$ cat config.mk
export PLATFORM = sky130hd
export DESIGN_NAME = waveform_minmax_peaks_unit
export DESIGN_NICKNAME = d
export VERILOG_FILES = /design/src/rtl/wfmm_pkg.sv /design/src/rtl/waveform_minmax_peaks_unit.sv /design/src/rtl/wfmm_lane.sv /design/src/rtl/wfmm_merge.sv
export SDC_FILE = /design/constraint.sdc
export NUM_CORES = 2
export LEC_CHECK = 0
export ABC_AREA = 1
export BUFFER_PORTS_ARGS = -buffer_cell sky130_fd_sc_hd__buf_2
export CORE_ASPECT_RATIO = 2
export CORE_MARGIN = 1
export CORE_UTILIZATION = 25
export CTS_CLUSTER_DIAMETER = 50
export CTS_CLUSTER_SIZE = 16
export DETAILED_ROUTE_END_ITERATION = 8
export HOLD_SLACK_MARGIN = 0.1
export PLACE_DENSITY_LB_ADDON = 0.15
export RECOVER_POWER = 50
export SLEW_MARGIN = 20
export SYNTH_ARGS = -nofsm -noshare
export SYNTH_HDL_FRONTEND = slang
export SYNTH_SLANG_ARGS = --single-unit
$ cat constraint.sdc
create_clock -name aclk -period 16 [get_ports aclk]
set_clock_uncertainty 0.15 [all_clocks]
set_input_delay 1.6 -clock aclk [delete_from_list [all_inputs] [get_ports aclk]]
set_output_delay 1.6 -clock aclk [all_outputs]
set_load 0.005 [all_outputs]
$ cat src/rtl/wfmm_pkg.sv
package wfmm_pkg;

    localparam int MAX_CHANNELS = 8;
    localparam int CH_W         = 3;
    localparam int PEAK_W       = 16;
    localparam int SAMPLE_W     = 32;
    localparam int BITS_W       = 6;
    localparam int FRAMES_W     = 20;
    localparam int POINT_W      = 32;
    localparam int CNT_W        = 4;
    localparam int REG_IDX_W    = 3;
    localparam int CFG_DATA_W   = 32;

    localparam logic signed [PEAK_W-1:0] PEAK_TOP    = 16'sh7FFF;
    localparam logic signed [PEAK_W-1:0] PEAK_BOTTOM = 16'sh8000;

    localparam logic [REG_IDX_W-1:0] REG_CHANNEL_COUNT  = 3'd0;
    localparam logic [REG_IDX_W-1:0] REG_SAMPLE_BITS    = 3'd1;
    localparam logic [REG_IDX_W-1:0] REG_BUCKET_FRAMES  = 3'd2;
    localparam logic [REG_IDX_W-1:0] REG_POINT_CAPACITY = 3'd3;

    localparam logic [CNT_W-1:0]    RST_CHANNEL_COUNT  = 4'd2;
    localparam logic [BITS_W-1:0]   RST_SAMPLE_BITS    = 6'd16;
    localparam logic [FRAMES_W-1:0] RST_BUCKET_FRAMES  = 20'd480;
    localparam logic [POINT_W-1:0]  RST_POINT_CAPACITY = 32'hFFFF_FFFF;

    typedef struct packed {
        logic update;
        logic clear;
    } lane_ctrl_t;

    typedef struct packed {
        logic [MAX_CHANNELS-1:0][PEAK_W-1:0] mins;
        logic [MAX_CHANNELS-1:0][PEAK_W-1:0] maxs;
        logic [CH_W-1:0]                     last_ch;
        logic [POINT_W-1:0]                  point_index;
        logic                                partial;
    } record_t;

endpackage

$ cat src/rtl/waveform_minmax_peaks_unit.sv
// A closing request's record is written into the bucket queue; its first result is then registered at the output.
// A closed bucket streams one result per active channel, one per cycle while m_ready is high.
// Throughput: one request per cycle while s_ready is high; a two-record bucket queue absorbs result bursts.
// Buckets closing faster than their results drain fill the queue, and s_ready drops until a record is popped.
// Reset is synchronous and active low: registers take their defaults, trackers clear.
module waveform_minmax_peaks_unit
    import wfmm_pkg::*;
(
    input  logic                       aclk,
    input  logic                       aresetn,
    input  logic                       cfg_valid,
    output logic                       cfg_ready,
    input  logic [REG_IDX_W-1:0]       cfg_index,
    input  logic [CFG_DATA_W-1:0]      cfg_data,
    input  logic                       s_valid,
    output logic                       s_ready,
    input  logic                       s_command,
    input  logic signed [SAMPLE_W-1:0] s_sample_0,
    input  logic signed [SAMPLE_W-1:0] s_sample_1,
    input  logic signed [SAMPLE_W-1:0] s_sample_2,
    input  logic signed [SAMPLE_W-1:0] s_sample_3,
    input  logic signed [SAMPLE_W-1:0] s_sample_4,
    input  logic signed [SAMPLE_W-1:0] s_sample_5,
    input  logic signed [SAMPLE_W-1:0] s_sample_6,
    input  logic signed [SAMPLE_W-1:0] s_sample_7,
    output logic                       m_valid,
    input  logic                       m_ready,
    output logic [CH_W-1:0]            m_channel,
    output logic signed [PEAK_W-1:0]   m_low_peak,
    output logic signed [PEAK_W-1:0]   m_high_peak,
    output logic [POINT_W-1:0]         m_point_index,
    output logic                       m_partial,
    output logic                       m_last
);

    localparam logic [CNT_W-1:0] MAX_COUNT = CNT_W'(MAX_CHANNELS);

    logic [CNT_W-1:0]    channel_count_reg;
    logic [BITS_W-1:0]   sample_bits_reg;
    logic [FRAMES_W-1:0] bucket_frames_reg;
    logic [POINT_W-1:0]  point_capacity_reg;
    logic [FRAMES_W-1:0] frames_reg;
    logic [FRAMES_W-1:0] frames_next;
    logic [POINT_W-1:0]  points_reg;
    logic [POINT_W-1:0]  points_next;

    logic signed [SAMPLE_W-1:0] samples [MAX_CHANNELS];
    logic [MAX_CHANNELS-1:0][PEAK_W-1:0] lane_min;
    logic [MAX_CHANNELS-1:0][PEAK_W-1:0] lane_max;

    logic                accept;
    logic                frame_acc;
    logic                flush_acc;
    logic                cap_hit;
    logic                update;
    logic [FRAMES_W-1:0] frames_inc;
    logic [FRAMES_W-1:0] need;
    logic                close;
    logic                flush_emit;
    logic                push;
    logic                full;
    logic [CH_W-1:0]     last_ch;
    record_t             rec;

    assign cfg_ready = 1'b1;

    always_ff @(posedge aclk) begin
        if (!aresetn) begin
            channel_count_reg  <= RST_CHANNEL_COUNT;
            sample_bits_reg    <= RST_SAMPLE_BITS;
            bucket_frames_reg  <= RST_BUCKET_FRAMES;
            point_capacity_reg <= RST_POINT_CAPACITY;
        end else if (cfg_valid) begin
            unique case (cfg_index)
                REG_CHANNEL_COUNT:  channel_count_reg  <= cfg_data[CNT_W-1:0];
                REG_SAMPLE_BITS:    sample_bits_reg    <= cfg_data[BITS_W-1:0];
                REG_BUCKET_FRAMES:  bucket_frames_reg  <= cfg_data[FRAMES_W-1:0];
                REG_POINT_CAPACITY: point_capacity_reg <= cfg_data[POINT_W-1:0];
                default: ;
            endcase
        end
    end

    always_comb begin
        if (channel_count_reg == '0) begin
            last_ch = '0;
        end else if (channel_count_reg > MAX_COUNT) begin
            last_ch = CH_W'(MAX_CHANNELS - 1);
        end else begin
            last_ch = CH_W'(channel_count_reg - CNT_W'(1));
        end
    end

    assign samples[0] = s_sample_0;
    assign samples[1] = s_sample_1;
    assign samples[2] = s_sample_2;
    assign samples[3] = s_sample_3;
    assign samples[4] = s_sample_4;
    assign samples[5] = s_sample_5;
    assign samples[6] = s_sample_6;
    assign samples[7] = s_sample_7;

    assign s_ready    = !full;
    assign accept     = s_valid && s_ready;
    assign frame_acc  = accept && !s_command;
    assign flush_acc  = accept && s_command;
    assign cap_hit    = (points_reg >= point_capacity_reg);
    assign update     = frame_acc && !cap_hit;
    assign frames_inc = frames_reg + FRAMES_W'(1);
    assign need       = (bucket_frames_reg == '0) ? FRAMES_W'(1) : bucket_frames_reg;
    assign close      = update && (frames_inc >= need);
    assign flush_emit = flush_acc && (frames_reg != '0) && !cap_hit;
    assign push       = close || flush_emit;

    for (genvar i = 0; i < MAX_CHANNELS; i++) begin : g_lane
        lane_ctrl_t ctrl;
        logic signed [PEAK_W-1:0] pmin;
        logic signed [PEAK_W-1:0] pmax;

        assign ctrl.update = update && (CH_W'(i) <= last_ch);
        assign ctrl.clear  = close || flush_acc;

        wfmm_lane u_lane (
            .aclk        (aclk),
            .aresetn     (aresetn),
            .ctrl        (ctrl),
            .sample_bits (sample_bits_reg),
            .sample      (samples[i]),
            .peak_min    (pmin),
            .peak_max    (pmax)
        );

        assign lane_min[i] = pmin;
        assign lane_max[i] = pmax;
    end

    assign rec.mins        = lane_min;
    assign rec.maxs        = lane_max;
    assign rec.last_ch     = last_ch;
    assign rec.point_index = points_reg;
    assign rec.partial     = flush_acc;

    always_comb begin
        frames_next = frames_reg;
        points_next = points_reg;
        if (flush_acc) begin
            frames_next = '0;
            points_next = '0;
        end else if (close) begin
            frames_next = '0;
            points_next = points_reg + POINT_W'(1);
        end else if (update) begin
            frames_next = frames_inc;
        end
    end

    always_ff @(posedge aclk) begin
        if (!aresetn) begin
            frames_reg <= '0;
            points_reg <= '0;
        end else begin
            frames_reg <= frames_next;
            points_reg <= points_next;
        end
    end

    wfmm_merge u_merge (
        .aclk            (aclk),
        .aresetn         (aresetn),
        .push            (push),
        .rec             (rec),
        .full            (full),
        .out_valid       (m_valid),
        .out_ready       (m_ready),
        .out_channel     (m_channel),
        .out_low_peak    (m_low_peak),
        .out_high_peak   (m_high_peak),
        .out_point_index (m_point_index),
        .out_partial     (m_partial),
        .out_last        (m_last)
    );

`ifndef NO_ASSERTIONS
    // A flush always restarts the segment counters.
    assert property (@(posedge aclk) disable iff (!aresetn)
        flush_acc |=> (frames_reg == '0) && (points_reg == '0))
        else $error("segment counters not cleared by flush");

    // A frame dropped at capacity leaves the counters untouched.
    assert property (@(posedge aclk) disable iff (!aresetn)
        (frame_acc && cap_hit) |=> $stable(frames_reg) && $stable(points_reg))
        else $error("dropped frame changed the counters");

    // A closing bucket advances the point index by exactly one.
    assert property (@(posedge aclk) disable iff (!aresetn)
        close |=> (points_reg == $past(points_reg) + POINT_W'(1)) && (frames_reg == '0))
        else $error("bucket close did not advance the point index");

    // The bucket counter stays below the bucket size after every frame.
    assert property (@(posedge aclk) disable iff (!aresetn)
        update |=> (frames_reg < $past(need)))
        else $error("bucket counter reached the bucket size");
`endif

endmodule

$ cat src/rtl/wfmm_lane.sv
module wfmm_lane
    import wfmm_pkg::*;
(
    input  logic                       aclk,
    input  logic                       aresetn,
    input  lane_ctrl_t                 ctrl,
    input  logic [BITS_W-1:0]          sample_bits,
    input  logic signed [SAMPLE_W-1:0] sample,
    output logic signed [PEAK_W-1:0]   peak_min,
    output logic signed [PEAK_W-1:0]   peak_max
);

    localparam int WIDE_W = SAMPLE_W + PEAK_W;
    localparam logic signed [WIDE_W-1:0] TOP_WIDE    = WIDE_W'(PEAK_TOP);
    localparam logic signed [WIDE_W-1:0] BOTTOM_WIDE = -TOP_WIDE - WIDE_W'(1);
    localparam logic [BITS_W-1:0] NATIVE_BITS = BITS_W'(PEAK_W);

    logic signed [WIDE_W-1:0] wide_sample;
    logic signed [WIDE_W-1:0] shifted;
    logic [BITS_W-1:0]        right_amt;
    logic [BITS_W-1:0]        left_amt;
    logic signed [PEAK_W-1:0] scaled;
    logic signed [PEAK_W-1:0] min_reg;
    logic signed [PEAK_W-1:0] max_reg;
    logic signed [PEAK_W-1:0] min_next;
    logic signed [PEAK_W-1:0] max_next;

    assign wide_sample = WIDE_W'(sample);
    assign right_amt   = sample_bits - NATIVE_BITS;
    assign left_amt    = NATIVE_BITS - sample_bits;

    always_comb begin
        if (sample_bits > NATIVE_BITS) begin
            shifted = wide_sample >>> right_amt;
        end else begin
            shifted = wide_sample <<< left_amt;
        end
        if (shifted > TOP_WIDE) begin
            scaled = PEAK_TOP;
        end else if (shifted < BOTTOM_WIDE) begin
            scaled = PEAK_BOTTOM;
        end else begin
            scaled = shifted[PEAK_W-1:0];
        end
    end

    always_comb begin
        min_next = min_reg;
        max_next = max_reg;
        if (ctrl.update) begin
            if (scaled < min_reg) begin
                min_next = scaled;
            end
            if (scaled > max_reg) begin
                max_next = scaled;
            end
        end
    end

    always_ff @(posedge aclk) begin
        if (!aresetn || ctrl.clear) begin
            min_reg <= PEAK_TOP;
            max_reg <= PEAK_BOTTOM;
        end else begin
            min_reg <= min_next;
            max_reg <= max_next;
        end
    end

    assign peak_min = min_next;
    assign peak_max = max_next;

endmodule

$ cat src/rtl/wfmm_merge.sv
module wfmm_merge
    import wfmm_pkg::*;
(
    input  logic                     aclk,
    input  logic                     aresetn,
    input  logic                     push,
    input  record_t                  rec,
    output logic                     full,
    output logic                     out_valid,
    input  logic                     out_ready,
    output logic [CH_W-1:0]          out_channel,
    output logic signed [PEAK_W-1:0] out_low_peak,
    output logic signed [PEAK_W-1:0] out_high_peak,
    output logic [POINT_W-1:0]       out_point_index,
    output logic                     out_partial,
    output logic                     out_last
);

    localparam int DEPTH = 2;
    localparam int PTR_W = 1;
    localparam int QCNT_W = 2;
    localparam logic [QCNT_W-1:0] QCNT_FULL = QCNT_W'(DEPTH);

    record_t queue_reg [DEPTH];
    logic [PTR_W-1:0]  wr_ptr_reg;
    logic [PTR_W-1:0]  rd_ptr_reg;
    logic [QCNT_W-1:0] count_reg;
    logic [QCNT_W-1:0] count_next;
    logic [CH_W-1:0]   chan_reg;
    logic              valid_reg;
    logic [CH_W-1:0]   channel_reg;
    logic [PEAK_W-1:0] low_reg;
    logic [PEAK_W-1:0] high_reg;
    logic [POINT_W-1:0] index_reg;
    logic              partial_reg;
    logic              last_reg;

    record_t head;
    logic    out_free;
    logic    beat;
    logic    last_beat;
    logic    pop;

    assign head      = queue_reg[rd_ptr_reg];
    assign full      = (count_reg == QCNT_FULL);
    assign out_free  = !valid_reg || out_ready;
    assign beat      = out_free && (count_reg != '0);
    assign last_beat = (chan_reg == head.last_ch);
    assign pop       = beat && last_beat;

    always_comb begin
        count_next = count_reg;
        if (push && !pop) begin
            count_next = count_reg + QCNT_W'(1);
        end else if (pop && !push) begin
            count_next = count_reg - QCNT_W'(1);
        end
    end

    always_ff @(posedge aclk) begin
        if (!aresetn) begin
            wr_ptr_reg <= '0;
            rd_ptr_reg <= '0;
            count_reg  <= '0;
            chan_reg   <= '0;
            valid_reg  <= 1'b0;
        end else begin
            count_reg <= count_next;
            if (push) begin
                wr_ptr_reg <= wr_ptr_reg + PTR_W'(1);
            end
            if (beat) begin
                valid_reg <= 1'b1;
                if (last_beat) begin
                    chan_reg   <= '0;
                    rd_ptr_reg <= rd_ptr_reg + PTR_W'(1);
                end else begin
                    chan_reg <= chan_reg + CH_W'(1);
                end
            end else if (out_ready) begin
                valid_reg <= 1'b0;
            end
        end
    end

    always_ff @(posedge aclk) begin
        if (push) begin
            queue_reg[wr_ptr_reg] <= rec;
        end
        if (beat) begin
            channel_reg <= chan_reg;
            low_reg     <= head.mins[chan_reg];
            high_reg    <= head.maxs[chan_reg];
            index_reg   <= head.point_index;
            partial_reg <= head.partial;
            last_reg    <= last_beat;
        end
    end

    assign out_valid       = valid_reg;
    assign out_channel     = channel_reg;
    assign out_low_peak    = $signed(low_reg);
    assign out_high_peak   = $signed(high_reg);
    assign out_point_index = index_reg;
    assign out_partial     = partial_reg;
    assign out_last        = last_reg;

endmodule
==> impl_metrics.prom <==
# TYPE chip_impl_metric gauge
chip_impl_info{name="run_status",value="complete, but fails checks"} 1
chip_impl_info{name="violations_in_the_final_reports",value="capacitance limit, slew limit"} 1
chip_impl_metric{name="cell_count_after_synthesis",unit=""} 12900
chip_impl_metric{name="setup_viol",unit=""} 0
chip_impl_metric{name="post_route_cells_drive_above_1_share",unit="%"} 5.61
chip_impl_metric{name="worst_r2r_path_depth",unit=""} 6
chip_impl_metric{name="setup-tns-final",unit="ps"} 0
chip_impl_info{name="grt_setup_unrepaired",value="false"} 1
chip_impl_metric{name="clkTransAtPathRegs",unit="ps"} 70
chip_impl_info{name="min_from",value="g_lane[2].u_lane.min_reg[8]$_SDFF_PP1_"} 1
chip_impl_metric{name="floorplan.initialDensity",unit="%"} 25.2
chip_impl_metric{name="global_route.usage.total",unit="%"} 26.2
chip_impl_metric{name="dieArea",unit="µm²"} 339000
chip_impl_metric{name="core_area",unit="µm²"} 334000
chip_impl_metric{name="floorplan.rows",unit=""} 300
chip_impl_metric{name="synth-edff-count",unit=""} 653
chip_impl_metric{name="finalWeightedCongestion",unit=""} 1.09
chip_impl_metric{name="tritoncts_sinks",unit=""} 1032
chip_impl_metric{name="max-slew-margin-rel",unit="%"} -297
chip_impl_metric{name="final_period_minus_worst_setup_slack",unit="ps"} 12280
chip_impl_metric{name="htreeDepth",unit=""} 3
chip_impl_metric{name="globalRoute.totalOverflow",unit=""} 0
chip_impl_metric{name="power_density",unit="nW/µm²"} 101
chip_impl_metric{name="maximum_number_of_pins_on_one_net_before_global_route_repair",unit=""} 161
chip_impl_metric{name="placement.io_buffers",unit=""} 367
chip_impl_metric{name="detail_route.wirelength",unit="mm"} 460
chip_impl_metric{name="number_of_antenna_violations_at_the_first_check_in_global_routing",unit=""} 112
chip_impl_metric{name="timing_hold_violations_final",unit=""} 0
chip_impl_metric{name="worst_hold_slack",unit="ps"} 326
chip_impl_info{name="combinational_family_with_the_most_area_after_synthesis",value="simple AND/OR/NAND/NOR gates"} 1
chip_impl_metric{name="synth_largest_type_area_fraction",unit="%"} 23.3
chip_impl_metric{name="synth_simple_gate_area_share",unit="%"} 40.6
chip_impl_metric{name="required",unit="ps"} 16440
chip_impl_metric{name="drt_first_pass_iters",unit=""} 7
chip_impl_info{name="root_buffer",value="sky130_fd_sc_hd__clkbuf_16"} 1
chip_impl_metric{name="die_h",unit="µm"} 822
chip_impl_metric{name="power.leakage",unit="nW"} 40.7
chip_impl_metric{name="grt_first_pass_wirelength",unit="mm"} 646
chip_impl_metric{name="cts_buffer_count",unit=""} 91
chip_impl_metric{name="clock.fmax",unit="MHz"} 81.4
chip_impl_metric{name="yosys.area_share.xor_xnor",unit="%"} 0.521
chip_impl_metric{name="drt-initial-drc-count",unit=""} 8128
chip_impl_info{name="worst_hold_end",value="g_lane[2].u_lane.min_reg[8]$_SDFF_PP1_"} 1
chip_impl_metric{name="yosys_reg_bits",unit=""} 1032
chip_impl_metric{name="worst-endpoint-arrival",unit="ps"} 12720
chip_impl_metric{name="yosysWarnings",unit=""} 0
chip_impl_metric{name="synthesis.area",unit="µm²"} 84100
chip_impl_metric{name="route.detailed.wl_per_inst",unit="µm"} 26.8
chip_impl_metric{name="postCtsHoldBufs",unit=""} 0
chip_impl_metric{name="fraction_of_the_mapped_netlist_area_in_compound_gates",unit="%"} 11.6
chip_impl_info{name="post-synth-top-area-cell",value="sky130_fd_sc_hd__edfxtp_1"} 1
chip_impl_metric{name="synth_sequential_area_ratio",unit="%"} 32.4
chip_impl_info{name="endpoint_kind",value="flop"} 1
chip_impl_metric{name="die_width",unit="µm"} 412
chip_impl_metric{name="synth_fa_ha_area_share",unit="%"} 4.58
chip_impl_metric{name="irDropWorstVdd",unit="mV"} 0.0725
chip_impl_metric{name="post_cts_resize_count",unit=""} 0
chip_impl_metric{name="clk_path_buf_depth",unit=""} 3
chip_impl_info{name="synthFlopType",value="sky130_fd_sc_hd__edfxtp_1"} 1
chip_impl_metric{name="fill_cell_total_of_the_finished_layout",unit=""} 38200
chip_impl_metric{name="avgSynthCellArea",unit="µm²"} 6.54
chip_impl_metric{name="dp_hpwl",unit="mm"} 358
chip_impl_metric{name="number_of_global_route_vias_before_repair",unit=""} 89900
chip_impl_metric{name="top_level_ports",unit=""} 369
chip_impl_metric{name="post_cts_buffers",unit=""} 0
chip_impl_metric{name="yosys-mux-area-fraction",unit="%"} 2.03
chip_impl_metric{name="drc",unit=""} 0
chip_impl_metric{name="drv_cap",unit=""} 17
chip_impl_metric{name="routed-via-count",unit=""} 91300
chip_impl_metric{name="synthToLayoutAreaGrowth",unit="%"} 9.43
chip_impl_info{name="setup.worst_path.class",value="flop to flop"} 1
chip_impl_metric{name="tightest_slew",unit="ps"} 5950
chip_impl_info{name="hold_path_class",value="flop to flop"} 1
chip_impl_metric{name="worst_skew_pair.late_latency",unit="ps"} 750
chip_impl_metric{name="syn-num-nets",unit=""} 13500
chip_impl_info{name="tritoncts",value="built"} 1
chip_impl_metric{name="number_of_pins_with_negative_max_slew_slack_in_the_final_report",unit=""} 895
chip_impl_metric{name="synth_cell_types",unit=""} 58
chip_impl_info{name="reg2reg_to",value="u_merge.out_high_peak[4]$_DFFE_PP_"} 1
chip_impl_metric{name="post_drt_via_cell_ratio",unit=""} 5.33
chip_impl_metric{name="min_path_cells",unit=""} 2
chip_impl_metric{name="largest_reg_flops",unit=""} 584
chip_impl_metric{name="design.final.nets",unit=""} 13200
chip_impl_metric{name="antenna_violating_nets_post_route",unit=""} 0
chip_impl_info{name="post_synth_main_area_contributors",value="sky130_fd_sc_hd__edfxtp_1 (23%), sky130_fd_sc_hd__nand2_1 (18%), sky130_fd_sc_hd__nand3_1 (17%)"} 1
chip_impl_metric{name="worst-r2r-setup-slack",unit="ps"} 3720
chip_impl_metric{name="worst_path_max_fanout",unit=""} 130
chip_impl_metric{name="synthArstFlopShare",unit="%"} 0
chip_impl_info{name="start_kind",value="flop"} 1
chip_impl_metric{name="final_period_util",unit="%"} 76.8
[power breakdown]
| part | switching, mW | internal (mW) | leakage, nW | total (mW) |
|---|---|---|---|---|
| Sequential | 0.0393 | 2.93 | 8.97 | 2.96 |
| Clock | 1.15 | 1.18 | 1.46 | 2.33 |
| Combinational | 3.00 | 1.04 | 30.3 | 4.04 |
[metal layers]
metal / part of all wire (%) / up-vias / routed length [µm] / global-route usage (%)
met3: 5.0 / 1108 / 22800 / 3.61
met2: 52 / 3389 / 239000 / 48.6
met1: 35 / 43300 / 160000 / 26.8
li1: - / 43500 / - / -
met4: 8.2 / 44 / 37500 / 18.4
met5: 0.062 / - / 287 / 0
[kinds of logic (layout without fill, tap and decap cells)]
logic type,Yosys count,after routing
and+or+nand+nor,7869,7869
AOI/OAI and AO/OA,1741,1741
buffers and inverters,1691,1491
DFF,1032,1032
adders and majority gates,308,308
muxes,166,166
xor gates and xnor gates,50,50
other,1,89
[placed cells by master (no fill, tap or decap), types with 10 or more instances in the layout]
| cell type | Yosys | final |
|---|---|---|
| sky130_fd_sc_hd__clkbuf_1 | 384 | 105 |
| sky130_fd_sc_hd__a21oi_1 | 595 | 593 |
| sky130_fd_sc_hd__inv_1 | 793 | 788 |
| sky130_fd_sc_hd__nor4_1 | 12 | 12 |
| sky130_fd_sc_hd__nand2_1 | 4091 | 4086 |
| sky130_fd_sc_hd__o221ai_1 | 12 | 12 |
| sky130_fd_sc_hd__a31oi_1 | 22 | 22 |
| sky130_fd_sc_hd__a211oi_1 | 26 | 26 |
| sky130_fd_sc_hd__nor3_1 | 60 | 60 |
| sky130_fd_sc_hd__mux2i_1 | 132 | 132 |
| sky130_fd_sc_hd__buf_2 | 291 | 314 |
| sky130_fd_sc_hd__o211ai_1 | 233 | 233 |
| sky130_fd_sc_hd__inv_6 | 0 | 16 |
| sky130_fd_sc_hd__inv_8 | 0 | 10 |
| sky130_fd_sc_hd__clkbuf_16 | 0 | 95 |
| sky130_fd_sc_hd__nand2_2 | 30 | 29 |
| sky130_fd_sc_hd__dfxtp_1 | 379 | 373 |
| sky130_fd_sc_hd__ha_1 | 308 | 306 |
| sky130_fd_sc_hd__edfxtp_1 | 653 | 653 |
| sky130_fd_sc_hd__o21ai_1 | 71 | 79 |
| sky130_fd_sc_hd__o21a_1 | 12 | 12 |
| sky130_fd_sc_hd__buf_4 | 41 | 110 |
| sky130_fd_sc_hd__nor2_1 | 552 | 546 |
| sky130_fd_sc_hd__xor2_1 | 40 | 40 |
| sky130_fd_sc_hd__o311ai_0 | 13 | 13 |
| sky130_fd_sc_hd__nand3_1 | 2780 | 2780 |
| sky130_fd_sc_hd__nand3_2 | 13 | 13 |
| sky130_fd_sc_hd__and2_1 | 51 | 51 |
| sky130_fd_sc_hd__a22o_1 | 12 | 12 |
| sky130_fd_sc_hd__mux2_2 | 34 | 30 |
| sky130_fd_sc_hd__o21ai_0 | 699 | 690 |
| sky130_fd_sc_hd__nand4_1 | 255 | 255 |
| sky130_fd_sc_hd__xnor2_1 | 10 | 10 |
| sky130_fd_sc_hd__buf_12 | 0 | 13 |
| sky130_fd_sc_hd__diode_2 | 0 | 88 |
[cell type report]
class	count	area, µm²	share of cell area, %
clock buffer	129	2530	2.76
tap	4379	5480	5.96
antenna	88	220	0.239
timing repair buffer	511	2940	3.19
inverter	809	3110	3.38
multi-input combinational	10100	50000	54.4
sequential	1032	27200	29.6
clock inverter	42	495	0.539
[cells in the mapped netlist, drive strengths merged, types with 2 or more instances]
| master | count |
|---|---|
| a211oi | 26 |
| a21boi | 9 |
| a21oi | 595 |
| a221o | 3 |
| a22o | 12 |
| a311oi | 2 |
| a31o | 2 |
| a31oi | 22 |
| a32o | 6 |
| and2 | 52 |
| and3 | 2 |
| buf | 498 |
| clkbuf | 384 |
| clkinv | 2 |
| dfxtp | 379 |
| edfxtp | 653 |
| ha | 308 |
| inv | 807 |
| mux2 | 34 |
| mux2i | 132 |
| nand2 | 4121 |
| nand3 | 2796 |
| nand3b | 4 |
| nand4 | 255 |
| nor2 | 557 |
| nor3 | 63 |
| nor4 | 12 |
| o2111ai | 4 |
| o211ai | 233 |
| o21a | 12 |
| o21ai | 770 |
| o221a | 3 |
| o221ai | 12 |
| o22ai | 4 |
| o311ai | 13 |
| o31ai | 9 |
| or2 | 7 |
| xnor2 | 10 |
| xor2 | 40 |
[worst max-delay path, cell delays in order (launching register included)]
cell and delay [ps]:
sky130_fd_sc_hd__dfxtp_1 1800, sky130_fd_sc_hd__clkbuf_1 4240, sky130_fd_sc_hd__clkbuf_1 3170, sky130_fd_sc_hd__mux2i_1 1380
sky130_fd_sc_hd__o21ai_0 720, sky130_fd_sc_hd__o211ai_1 230, sky130_fd_sc_hd__nand2_1 210
[through the flow]
step | utilization, % | cells | setup slack [ps] | instance area, µm² | total power, mW
4_1_cts | 27.5 | 17000 | 6320 | 91900 | 9.37
5_1_grt | 27.5 | 17100 | 3040 | 91900 | 9.87
2_1_floorplan | - | 12900 | 4280 | 84100 | 5.55
3_3_place_gp | 26.6 | 16900 | 6440 | 88900 | 7.04
3_5_place_dp | 26.6 | 16900 | 6310 | 88900 | 7.01
6_report | 27.5 | 17100 | 3720 | 92000 | 9.33
[how the worst max path moves through the flow]
| stage | to |
|---|---|
| 2_1_floorplan | u_merge.queue_reg[1][0]$_DFFE_PP_ |
| 3_3_place_gp | u_merge.queue_reg[0][36]$_DFFE_PP_ |
| 3_5_place_dp | u_merge.queue_reg[0][36]$_DFFE_PP_ |
| 4_1_cts | u_merge.queue_reg[0][36]$_DFFE_PP_ |
| 5_1_grt | u_merge.out_high_peak[4]$_DFFE_PP_ |
| 6_report | u_merge.out_high_peak[4]$_DFFE_PP_ |
No activity file was read; power rests on OpenSTA's default activity.
